**src/rtl/dltcrb_pkg.sv**
```systemverilog
`timescale 1ns / 1ps
`default_nettype none

package dltcrb_pkg;

   localparam int COORD_W     = 20;
   localparam int ENTRY_W     = 40;
   localparam int PROD_W      = 2 * COORD_W;
   localparam int NUM_ENTRIES = 9;
   localparam int OUT_FRAC    = 8;
   localparam int REQ_TDATA_W = 4 * COORD_W;
   localparam int ROW_W       = 2;
   localparam int RSP_BITS    = ROW_W + NUM_ENTRIES * ENTRY_W;
   localparam int RSP_TDATA_W = ((RSP_BITS + 7) / 8) * 8;
   localparam int RSP_PAD_W   = RSP_TDATA_W - RSP_BITS;
   localparam int QUEUE_DEPTH = 2;
   localparam int PTR_W       = $clog2(QUEUE_DEPTH);
   localparam int CNT_W       = $clog2(QUEUE_DEPTH + 1);

   localparam logic signed [ENTRY_W-1:0] ONE_Q     = 40'sd256;
   localparam logic signed [ENTRY_W-1:0] MINUS_ONE = -40'sd256;

   localparam logic [ROW_W-1:0] ROW_A = 2'd0;
   localparam logic [ROW_W-1:0] ROW_B = 2'd1;
   localparam logic [ROW_W-1:0] ROW_C = 2'd2;

   typedef enum logic [1:0] {
      MODEL_SIM   = 2'd0,
      MODEL_AFF   = 2'd1,
      MODEL_PROJ2 = 2'd2,
      MODEL_PROJ3 = 2'd3
   } model_kind_type;

   typedef struct packed {
      model_kind_type            model;
      logic [ROW_W-1:0]          last_idx;
      logic signed [COORD_W-1:0] sx;
      logic signed [COORD_W-1:0] sy;
      logic signed [COORD_W-1:0] dx;
      logic signed [COORD_W-1:0] dy;
      logic signed [PROD_W-1:0]  pxx;
      logic signed [PROD_W-1:0]  pyx;
      logic signed [PROD_W-1:0]  pxy;
      logic signed [PROD_W-1:0]  pyy;
   } item_type;

endpackage

`default_nettype wire

```
**src/rtl/dltcrb_front.sv**
```systemverilog
`timescale 1ns / 1ps
`default_nettype none

module dltcrb_front (
   input  wire logic                                clock,
   input  wire logic                                reset,
   input  wire logic                                req_tvalid,
   output logic                                     req_tready,
   input  wire logic [dltcrb_pkg::REQ_TDATA_W-1:0]  req_tdata,
   input  wire logic                                csr_wr_en,
   input  wire logic [1:0]                          csr_wr_data,
   input  wire logic                                q_full,
   output logic                                     q_push,
   output dltcrb_pkg::item_type                     q_item
);

   logic                                    stage_valid_ff, stage_valid_in;
   logic signed [dltcrb_pkg::COORD_W-1:0]   sx_ff, sy_ff, dx_ff, dy_ff;
   dltcrb_pkg::model_kind_type              model_ff, model_in;
   dltcrb_pkg::model_kind_type              stage_model_ff;
   logic                                    req_take;

   assign req_tready = !stage_valid_ff || !q_full;
   assign req_take   = req_tvalid && req_tready;
   assign q_push     = stage_valid_ff && !q_full;

   always_comb begin
      model_in = model_ff;
      if (csr_wr_en) begin
         model_in = dltcrb_pkg::model_kind_type'(csr_wr_data);
      end
      stage_valid_in = stage_valid_ff;
      if (req_take) begin
         stage_valid_in = 1'b1;
      end else if (q_push) begin
         stage_valid_in = 1'b0;
      end
   end

   always_ff @(posedge clock) begin
      if (reset) begin
         model_ff       <= dltcrb_pkg::MODEL_PROJ2;
         stage_valid_ff <= 1'b0;
      end else begin
         model_ff       <= model_in;
         stage_valid_ff <= stage_valid_in;
      end
      if (req_take) begin
         sx_ff          <= req_tdata[19:0];
         sy_ff          <= req_tdata[39:20];
         dx_ff          <= req_tdata[59:40];
         dy_ff          <= req_tdata[79:60];
         stage_model_ff <= model_ff;
      end
   end

   // The four cross products are formed here and registered by the queue.
   always_comb begin
      q_item.model    = stage_model_ff;
      q_item.last_idx = (stage_model_ff == dltcrb_pkg::MODEL_PROJ3) ?
                        dltcrb_pkg::ROW_C : dltcrb_pkg::ROW_B;
      q_item.sx       = sx_ff;
      q_item.sy       = sy_ff;
      q_item.dx       = dx_ff;
      q_item.dy       = dy_ff;
      q_item.pxx      = sx_ff * dx_ff;
      q_item.pyx      = sy_ff * dx_ff;
      q_item.pxy      = sx_ff * dy_ff;
      q_item.pyy      = sy_ff * dy_ff;
   end

endmodule

`default_nettype wire

```
**config.mk**
```make
export PLATFORM = sky130hd
export DESIGN_NAME = dltcrb_front
export DESIGN_NICKNAME = d
export VERILOG_FILES = /design/src/rtl/dltcrb_pkg.sv /design/src/rtl/dltcrb_front.sv
export SDC_FILE = /design/constraint.sdc
export NUM_CORES = 2
export LEC_CHECK = 0
export BUFFER_PORTS_ARGS = -buffer_cell sky130_fd_sc_hd__clkbuf_2
export CAP_MARGIN = 10
export CORE_ASPECT_RATIO = 0.75
export CORE_MARGIN = 2
export CORE_UTILIZATION = 42
export DETAILED_ROUTE_END_ITERATION = 10
export PLACE_DENSITY = 0.55
export SETUP_SLACK_MARGIN = 0.05
export SLEW_MARGIN = 20
export SYNTH_ARGS = -nofsm -noshare
export SYNTH_HDL_FRONTEND = slang
export SYNTH_SLANG_ARGS = --single-unit
```
**constraint.sdc**
```tcl
create_clock -name clock -period 9.3 [get_ports clock]
set_input_delay 0.93 -clock clock [delete_from_list [all_inputs] [get_ports clock]]
set_output_delay 0.93 -clock clock [all_outputs]
set_load 0.05 [all_outputs]
```
==> results by group <==
Worst setup path
  – Critical path arrival: 8090 ps
  – Crit Path Category: reg -> out
  – Max FO, Critical Path: 12
  – CP Capture Type: primary output
  – R2R setup slack: 7080 ps
  – Crit start category: flip-flop
  – CP Data Required Time: 8370 ps

Timing
  – Final setup viols: 0
  – Least-Margin Pin Slew: approximately 960 ps
  – Fin crit period: between 9000 and 10000 ps
  – RSZ-0062 raised after global routing: true
  – Slew HR: between 30% and 40%
  – Maximum clock rate: roughly 110 MHz
  – Max-slew violation count: 0
  – Final worst-path setup slack: about 280 ps
  – Final Hold Viols: 0
  – Final worst path period share: slightly below 100%
  – Clock skew: between 15 and 20 ps

Yosys
  – Flops & latches, synth: 85
  – Cell count after synthesis: ~6800
  – Mean Syn Cell Area: ~9.4 sq um
  – Post-Synth Adder-Cell Area: between 60% and 70%
  – Top cells by count, synth: 1766 x inv_1, 1680 x fa_1, 888 x and2_1
  – Compound-Gate Fraction of Synth Area: 4.14%
  – Top post-synthesis cells by area: fa_1 53%, inv_1 10%, and2_1 8.8%
  – Top-count cell post-synth: inv_1
  – Yosys synthesis warning count: 0
  – Top cell type's share of synthesized area: a little over half
  – Cell taking the most area after synthesis: fa_1
  – Post-synthesis mux area share: less than 1%
  – Post-Synth Simple-Gate Area: 15.5%
  – Register area share after synthesis: approximately 4%
  – Synth cell types: 79
  – Post-synth EDFFs: around 80
  – Synthesized Nets: between 8000 and 9000
  – Largest family of logic cells by synthesized area: adder cells
  – Xor and xnor fraction of the mapped netlist area: ~2.3%
  – Async S/R FF share, synth: 0%
  – Mapped cell area: approximately 63000 sq um
  – Top FF cell, synth: edfxtp_1

Detailed routing
  – Routed Antenna Nets: 0
  – Via density: 4.98
  – Post-DR wirelength/cell: between 15 and 20 um
  – Initial detailed-routing violation count: roughly 2800
  – First-pass DRT Iterations: 6
  – Routed wire length: around 180000 um
  – Via count: roughly 45000
  – DR DRC count: 0

Outcome
  – Status: finished clean

Floorplan
  – Die Ht: 340 um
  – Top Ports: approximately 330
  – Die area: around 150000 sq um
  – CORE AREA: ~150000 sq um
  – Row count: 123
  – Initial Util: between 40% and 50%
  – Die Span X: between 400 and 500 um

Finish
  – Fill count: roughly 15000
  – FF+latch area: about 2500 sq um
  – Post-route cell area: around 70000 sq um
  – Area delta synth->final: 10.3%
  – Final nets: approximately 9300
  – Footprint of the multi-input gates: 53000 sq um
  – Post-Layout Cell Count: between 9000 and 10000
  – Layout cells sized above 1: roughly a tenth

Clocking
  – CTS tree: built
  – Clock latency on the worst-skew pair: between 400 and 500 ps
  – TritonCTS Buffers: 9
  – Root Driver: clkbuf_16
  – CTS clock-pin slew for the worst setup and hold paths: 100 ps
  – # clock sinks: 85
  – H-tree depth: 3
  – Maximum root-to-sink buffer count: 2

Placed design
  – Count of input and output buffers: roughly 330
  – Hpwl dp: 148000 um
  – Placed cells: around 9000
  – Gpl congestion: between 0.9 and 1
  – Placement Setup Slack: about 330 ps
  – DP Area: 68300 sq um

Global route
  – First-pass GRT wire length: roughly 290000 um
  – Gr ovfl total: 0
  – Total GRT Usage: approximately a quarter
  – Vias in the first global route: 48900
  – Initial antenna violation count: 7
  – Largest net degree at the start of global routing: 51

Min path
  – Hold Path Class: reg -> reg

Flow run
  – Max-cap viol count: 0
[cell families after synthesis]
kind of cell	count (synthesis)
adder cells (fa/ha/maj)	2108
buffers and inverters	2099
flip-flops	85
XOR/XNOR	169
AO/OA/AOI/OAI	397
multiplexers	1
AND/OR/NAND/NOR	1903
[state kept, by name, summed over array words and instances, names as in the netlist]
| name | cells |
|---|---|
| stage_valid_ff | 1 |
| sx_ff | 20 |
| dy_ff | 20 |
| sy_ff | 20 |
| stage_model_ff | 2 |
| dx_ff | 20 |
| model_ff | 2 |
[per-stage QoR]
step	hold slack (ps)	utilization [%]	setup TNS (ps)
2_1_floorplan	401	-	0
3_3_place_gp	415	45.6	0
3_5_place_dp	421	45.6	0
4_1_cts	433	46.1	0
5_1_grt	447	46.6	-34.8
6_report	431	46.6	0
[placed cells by master (no fill, tap or decap), types with 5 or more instances in the layout]
master	instances
nor2_1	143
a211oi_1	14
a21o_1	42
o21a_1	28
fa_1	1678
inv_1	1764
o21ai_1	13
and4_1	5
o211ai_1	8
ha_1	428
nand4_1	10
a31oi_1	10
nand2b_1	29
edfxtp_1	82
xor2_1	38
buf_12	67
clkbuf_2	318
buf_4	233
o21bai_1	14
clkbuf_16	11
or3_1	8
a21oi_1	124
nor2b_1	21
and2_1	887
and3_1	12
or2_2	7
nand3_1	29
o21ai_0	63
nor4_1	8
nor3_1	23
nand2_1	702
xnor2_1	130
[area by class of cell]
class                   instances  area share [%]
flip-flops and latches         85            3.61
clock inverters                 6           0.136
diodes                          2         0.00717
repair buffers                628            6.90
multi-input cells            4578            75.9
well taps                    2000            3.58
inverters                    1766            9.50
clock buffers                  10           0.328
[metal layers]
metal  part of all wire (%)  GRT usage, %  vias up
met2                     45          37.6     1245
met1                     45          36.0    23700
met5                  0.019             0        -
met4                    2.7          5.69        6
met3                    6.9          4.51      154
li1                       -             -    20100
[worst max-delay path: stages, from the launching register on]
cell and delay, ps:
edfxtp_1 450, buf_4 220, clkbuf_16 210, and2_1 190, fa_1 450, fa_1 490, inv_1 50, fa_1 470
inv_1 60, fa_1 510, inv_1 60, fa_1 530, inv_1 50, fa_1 470, inv_1 50, fa_1 470
inv_1 40, ha_1 360, a21o_1 230, a21oi_1 160, o2111a_1 250, o21ai_4 120, o211ai_4 260, a21oi_1 170
o41ai_4 460, or4b_1 480, o211ai_1 120, buf_4 230
[worst paths after layout]
kind	from	end	cells past startpoint
min reg2reg	model_ff[1]$_SDFFE_PP1P_	stage_model_ff[1]$_DFFE_PP_	0
max reg2reg	stage_valid_ff$_SDFFE_PP0P_	dy_ff[3]$_DFFE_PP_	3
min	model_ff[1]$_SDFFE_PP1P_	stage_model_ff[1]$_DFFE_PP_	0
max	dy_ff[5]$_DFFE_PP_	q_item[34]	27
[repair_timing]
| action | CTS | global route |
|---|---|---|
| endpoints found under the setup margin | 17 | 37 |
| pin swaps | 0 | 3 |
| buffers inserted | 33 | 63 |
| gates cloned | 0 | 2 |
| hold buffers | 0 | 0 |
| resized for setup | 4 | 32 |
Power is left out: the tool's default activity adds up to more than one toggle a clock period on the data nets, which glitch-free logic cannot reach.
