`src/rtl/dltcrb_pkg.sv`:
```
`timescale 1ns / 1ps
`default_nettype none

package dltcrb_pkg;

   localparam int COORD_W     = 20;
   localparam int ENTRY_W     = 40;
   localparam int PROD_W      = 2 * COORD_W;
   localparam int NUM_ENTRIES = 9;
   localparam int OUT_FRAC    = 8;
   localparam int REQ_TDATA_W = 4 * COORD_W;
   localparam int ROW_W       = 2;
   localparam int RSP_BITS    = ROW_W + NUM_ENTRIES * ENTRY_W;
   localparam int RSP_TDATA_W = ((RSP_BITS + 7) / 8) * 8;
   localparam int RSP_PAD_W   = RSP_TDATA_W - RSP_BITS;
   localparam int QUEUE_DEPTH = 2;
   localparam int PTR_W       = $clog2(QUEUE_DEPTH);
   localparam int CNT_W       = $clog2(QUEUE_DEPTH + 1);

   localparam logic signed [ENTRY_W-1:0] ONE_Q     = 40'sd256;
   localparam logic signed [ENTRY_W-1:0] MINUS_ONE = -40'sd256;

   localparam logic [ROW_W-1:0] ROW_A = 2'd0;
   localparam logic [ROW_W-1:0] ROW_B = 2'd1;
   localparam logic [ROW_W-1:0] ROW_C = 2'd2;

   typedef enum logic [1:0] {
      MODEL_SIM   = 2'd0,
      MODEL_AFF   = 2'd1,
      MODEL_PROJ2 = 2'd2,
      MODEL_PROJ3 = 2'd3
   } model_kind_type;

   typedef struct packed {
      model_kind_type            model;
      logic [ROW_W-1:0]          last_idx;
      logic signed [COORD_W-1:0] sx;
      logic signed [COORD_W-1:0] sy;
      logic signed [COORD_W-1:0] dx;
      logic signed [COORD_W-1:0] dy;
      logic signed [PROD_W-1:0]  pxx;
      logic signed [PROD_W-1:0]  pyx;
      logic signed [PROD_W-1:0]  pxy;
      logic signed [PROD_W-1:0]  pyy;
   } item_type;

endpackage

`default_nettype wire

```
`src/rtl/dltcrb_queue.sv`:
```
`timescale 1ns / 1ps
`default_nettype none

module dltcrb_queue (
   input  wire logic                   clock,
   input  wire logic                   reset,
   input  wire logic                   push,
   input  wire dltcrb_pkg::item_type   push_item,
   input  wire logic                   pop,
   output logic                        full,
   output logic                        head_valid,
   output dltcrb_pkg::item_type        head_item
);

   dltcrb_pkg::item_type                  mem_ff [dltcrb_pkg::QUEUE_DEPTH];
   logic [dltcrb_pkg::PTR_W-1:0]          wr_ptr_ff, rd_ptr_ff;
   logic [dltcrb_pkg::CNT_W-1:0]          count_ff;

   assign full       = (count_ff == dltcrb_pkg::CNT_W'(dltcrb_pkg::QUEUE_DEPTH));
   assign head_valid = (count_ff != '0);
   assign head_item  = mem_ff[rd_ptr_ff];

   always_ff @(posedge clock) begin
      if (reset) begin
         wr_ptr_ff <= '0;
         rd_ptr_ff <= '0;
         count_ff  <= '0;
      end else begin
         if (push) begin
            wr_ptr_ff <= wr_ptr_ff + 1'b1;
         end
         if (pop) begin
            rd_ptr_ff <= rd_ptr_ff + 1'b1;
         end
         if (push && !pop) begin
            count_ff <= count_ff + 1'b1;
         end else if (pop && !push) begin
            count_ff <= count_ff - 1'b1;
         end
      end
      if (push) begin
         mem_ff[wr_ptr_ff] <= push_item;
      end
   end

   a_no_overflow: assert property (@(posedge clock) disable iff (reset)
      full && !pop |-> !push)
      else $error("queue written while full");

   a_no_underflow: assert property (@(posedge clock) disable iff (reset)
      pop |-> head_valid)
      else $error("queue read while empty");

   a_count_bound: assert property (@(posedge clock) disable iff (reset)
      count_ff <= dltcrb_pkg::CNT_W'(dltcrb_pkg::QUEUE_DEPTH))
      else $error("queue count beyond depth");

endmodule

`default_nettype wire

```
`config.mk`:
```
export PLATFORM = sky130hd
export DESIGN_NAME = dltcrb_queue
export DESIGN_NICKNAME = d
export VERILOG_FILES = /design/src/rtl/dltcrb_pkg.sv /design/src/rtl/dltcrb_queue.sv
export SDC_FILE = /design/constraint.sdc
export NUM_CORES = 1
export LEC_CHECK = 0
export ABC_CLOCK_PERIOD_IN_PS = 39400
export BUFFER_PORTS_ARGS = -buffer_cell sky130_fd_sc_hd__buf_2
export CAP_MARGIN = 30
export CORE_AREA = 2 2 191 193
export CTS_CLUSTER_SIZE = 16
export DETAILED_ROUTE_END_ITERATION = 10
export DIE_AREA = 0 0 193 195
export PLACE_DENSITY = 0.87
export REMOVE_ABC_BUFFERS = 1
export SLEW_MARGIN = 20
export SYNTH_ARGS = -nofsm -noshare
export SYNTH_HDL_FRONTEND = slang
export SYNTH_SLANG_ARGS = --single-unit
```
`constraint.sdc`:
```
create_clock -name clock -period 39.4 [get_ports clock]
set_clock_uncertainty 0.2 [all_clocks]
set_input_delay 5.91 -clock clock [delete_from_list [all_inputs] [get_ports clock]]
set_output_delay 5.91 -clock clock [all_outputs]
set_load 0.05 [all_outputs]
```
==> summary.txt <==
Avg Cell Area, Syn -> 23.6 sq um
Power Total -> 1.27 mW
TritonCTS clock tree -> done
Power Internal -> 0.925 mW
Quantity of I/O buffers inserted on ports -> 493
Achievable clock frequency -> 108 MHz
Final Setup Violations -> 0
Placed wire-length estimate after detailed placement -> 26100 um
Placed insts -> 1716
Fraction of met3 tracks used by global routing -> 0.0687
Final worst setup slack -> 30.14 ns
Finished Core Util -> 0.645
Final min period -> 9.26 ns
Req. time, crit path -> 33.29 ns
All-layer global routing usage -> 0.201
Hold slack -> 0.328 ns
Vias in the first global route -> 9880
Post-CTS Repair Setup Buffers -> 0
Worst hold endpoint -> count_ff[1]$_SDFFE_PP0P_
Ratio of cells with drive above 1 in the final layout -> 0.606
Worst-case register-to-register setup slack -> 36.10 ns
Status -> finished clean
Power density over the cells -> 55.5 nW/um^2
Worst vdd ir -> 0.0516 mV
Placement row count -> 69
Depth of the most critical reg-to-reg path -> 3
Number of inserted filler cells in the final layout -> 2333
Via count -> 9242
Sequential area share after synthesis -> 0.799
Area used by multi-input combinational logic -> 3460 sq um
NetSw -> 0.343 mW
Number of gates resized after CTS -> 0
Initial drt markers -> 434
Root Driver -> sky130_fd_sc_hd__clkbuf_16
Synth area leader -> sky130_fd_sc_hd__edfxtp_1
Number of buffers on the longest clock path -> 3
Least-Margin Pin Slew -> 1.12 ns
Startpoint of the lowest-slack register-to-register path -> wr_ptr_ff$_SDFFE_PP0P_
Total placed instance area -> 21400 sq um
Total DRC errors in the routed layout -> 0
Synthesized cell area -> 18500 sq um
Min-Delay Startpoint -> count_ff[1]$_SDFFE_PP0P_
Routability congestion estimate -> 0.763
Die width -> 193 um
Critical Path End Type -> output port
Signed area change from the synthesized netlist to the final layout -> 23.6%
Switching part of the total power -> 0.270
Setup TNS Final -> 0 ns
Antenna violations before repair -> 14
Most repeated library cell on the critical path -> sky130_fd_sc_hd__buf_12
Fraction of synthesized cell area taken by the top area cell type -> 0.794
Clock-pin transition on the worst setup and hold timing paths -> 0.06 ns
Final hold violation count -> 0
Number of flops mapped to enable cells by yosys -> 488
Final routed wire length divided by cell count -> 21.5 um
Share of synthesized registers carrying an async set or reset -> 0
Type of the worst setup path -> register to output port
Fin cells -> 1803
Met1 GRT Util -> 0.215
CTS Buf Count -> 46
Leading cell types by count after synthesis -> 488 x sky130_fd_sc_hd__edfxtp_1, 160 x sky130_fd_sc_hd__mux2_4, 84 x sky130_fd_sc_hd__mux2_2, 19 x sky130_fd_sc_hd__buf_6, 8 x sky130_fd_sc_hd__buf_2
Main area contributors after synthesis -> sky130_fd_sc_hd__edfxtp_1 79%, sky130_fd_sc_hd__mux2_4 13%, sky130_fd_sc_hd__mux2_2 5.1%
Final-report max-slew violation count -> 0
Length of the first detailed-routing pass in iterations -> 6
Combinational group share of total power -> 0.177
Final worst path period share -> 0.235
Total buffers and inverters traversed by the critical path -> 3
Nets -> 1552
Cell count of the worst hold path -> 2
Total of flip-flops plus latches after synthesis -> 493
Post-layout instance area -> 22800 sq um
Worst max-slew margin expressed relative to the limit -> 0.256
WL final -> 38800 um
Clock latency on the worst-skew pair -> 0.55 ns
Arrival time of the worst setup path -> 3.15 ns
# H-tree levels -> 2
RSZ-0062 raised after global routing -> no
Total congestion overflow -> 0
Maximum number of pins on one net before global-route repair -> 178
First-pass GRT wire length -> 56100 um
Cell leakage power -> 8.88 nW
Total number of yosys warnings -> 0
Post-synth cell types -> 17
Classification of the worst-slack hold path -> register to register
Y dimension of the die -> 195 um
Top fanout value on the critical path -> 129
Critical Path Start Type -> register
Sink Count -> 493
Cells after Synth -> 781
Sequential cell area in the final layout -> 14800 sq um
Critical Path Max Stage Delay -> 0.73 ns
Top Usage Layer GRT -> met2
Vias per Instance -> 5.13
Residual antenna-violating net count after detailed routing -> 0
Most common cell in the netlist -> sky130_fd_sc_hd__edfxtp_1
Worst Setup Slack post-DPL -> 30.47 ns
End of the worst register-to-register path -> mem_ff[1][124]$_DFFE_PP_
Ordered cell list for the critical path -> buf_12 -> buf_12 -> mux2_2 -> buf_2
DIE AREA -> 37600 sq um
Initial standard-cell utilization of the core -> 0.522
Most instantiated flip-flop cell in the synthesis netlist -> sky130_fd_sc_hd__edfxtp_1
Number of primary I/O pins -> 494
Gate family responsible for the most delay along the worst path -> buffers and inverters
Number of buffers added to fix hold violations after cts -> 0
Maximum Capacitance Violations -> 0
Part of the total power dissipated in the clock network -> 0.331
Met2 usage in global routing -> 0.351
Sequential cell fraction of total power -> 0.492
Cell with the largest stage delay on the worst path -> sky130_fd_sc_hd__dfxtp_4
Core region area -> 35400 sq um
[worst max path at each step]
stage                               end  slack (ns)  cells past startpoint
4_1_cts                   head_item[25]       30.13                      4
3_5_place_dp   mem_ff[1][207]$_DFFE_PP_       30.47                      4
5_1_grt                  head_item[233]       30.03                      4
2_1_floorplan    mem_ff[0][0]$_DFFE_PP_       21.90                      1
6_report                   head_item[6]       30.14                      4
3_3_place_gp   mem_ff[1][117]$_DFFE_PP_       30.52                      4
[cells by family (layout without fill, tap and decap cells)]
| kind of cell | count (synthesis) | in the layout | synth area share |
|---|---|---|---|
| AOI/OAI and AO/OA | 2 | 2 | 0.000542 |
| xor gates and xnor gates | 4 | 4 | 0.00190 |
| adders and majority gates | 1 | 1 | 0.000678 |
| buffers and inverters | 28 | 579 | 0.0140 |
| DFF | 493 | 493 | 0.799 |
| muxes | 244 | 244 | 0.181 |
| other | 0 | 10 | 0 |
| and+or+nand+nor | 9 | 9 | 0.00251 |
[sequential cells by signal, summed over array words and instances, names as in the netlist, named ones only]
register	flops
count_ff	2
mem_ff	488
rd_ptr_ff	1
wr_ptr_ff	1
[power by group through the flow]
stage	sequential [mW]	combinational, mW	clock [mW]
floorplan	0.649	0.178	0
finish	0.623	0.225	0.420
global route	0.625	0.235	0.448
CTS	0.623	0.226	0.430
global placement	0.633	0.220	0
detailed placement	0.634	0.225	0
[per-layer routing]
layer	vias to the layer above	wire [um]
li1	4171	-
met1	4532	13600
met2	425	19800
met3	106	3680
met4	8	1740
met5	-	57
[worst min-delay path, cell delays in order, from the launching register on]
cell and delay, ns:
sky130_fd_sc_hd__dfxtp_1 0.32, sky130_fd_sc_hd__o21ai_0 0.09, sky130_fd_sc_hd__a21oi_1 0.07
[cell usage in the layout, fill, tap and decap left out, drive strengths merged, types with 2 or more instances in the layout]
cell type / n
xnor2: 2
inv: 2
edfxtp: 488
dfxtp: 5
diode: 10
nor2b: 2
xor2: 2
bufinv: 2
nor2: 4
clkinv: 13
mux2: 244
clkbuf: 60
buf: 501
[area by class of cell]
class | instances | area share
diodes | 10 | 0.00110
inverters | 1 | 0.000165
clock inverters | 17 | 0.00559
clock buffers | 60 | 0.0569
multi-input cells | 260 | 0.152
flip-flops and latches | 493 | 0.647
repair buffers | 501 | 0.112
well taps | 461 | 0.0253
No activity file was read; power rests on OpenSTA's default activity.
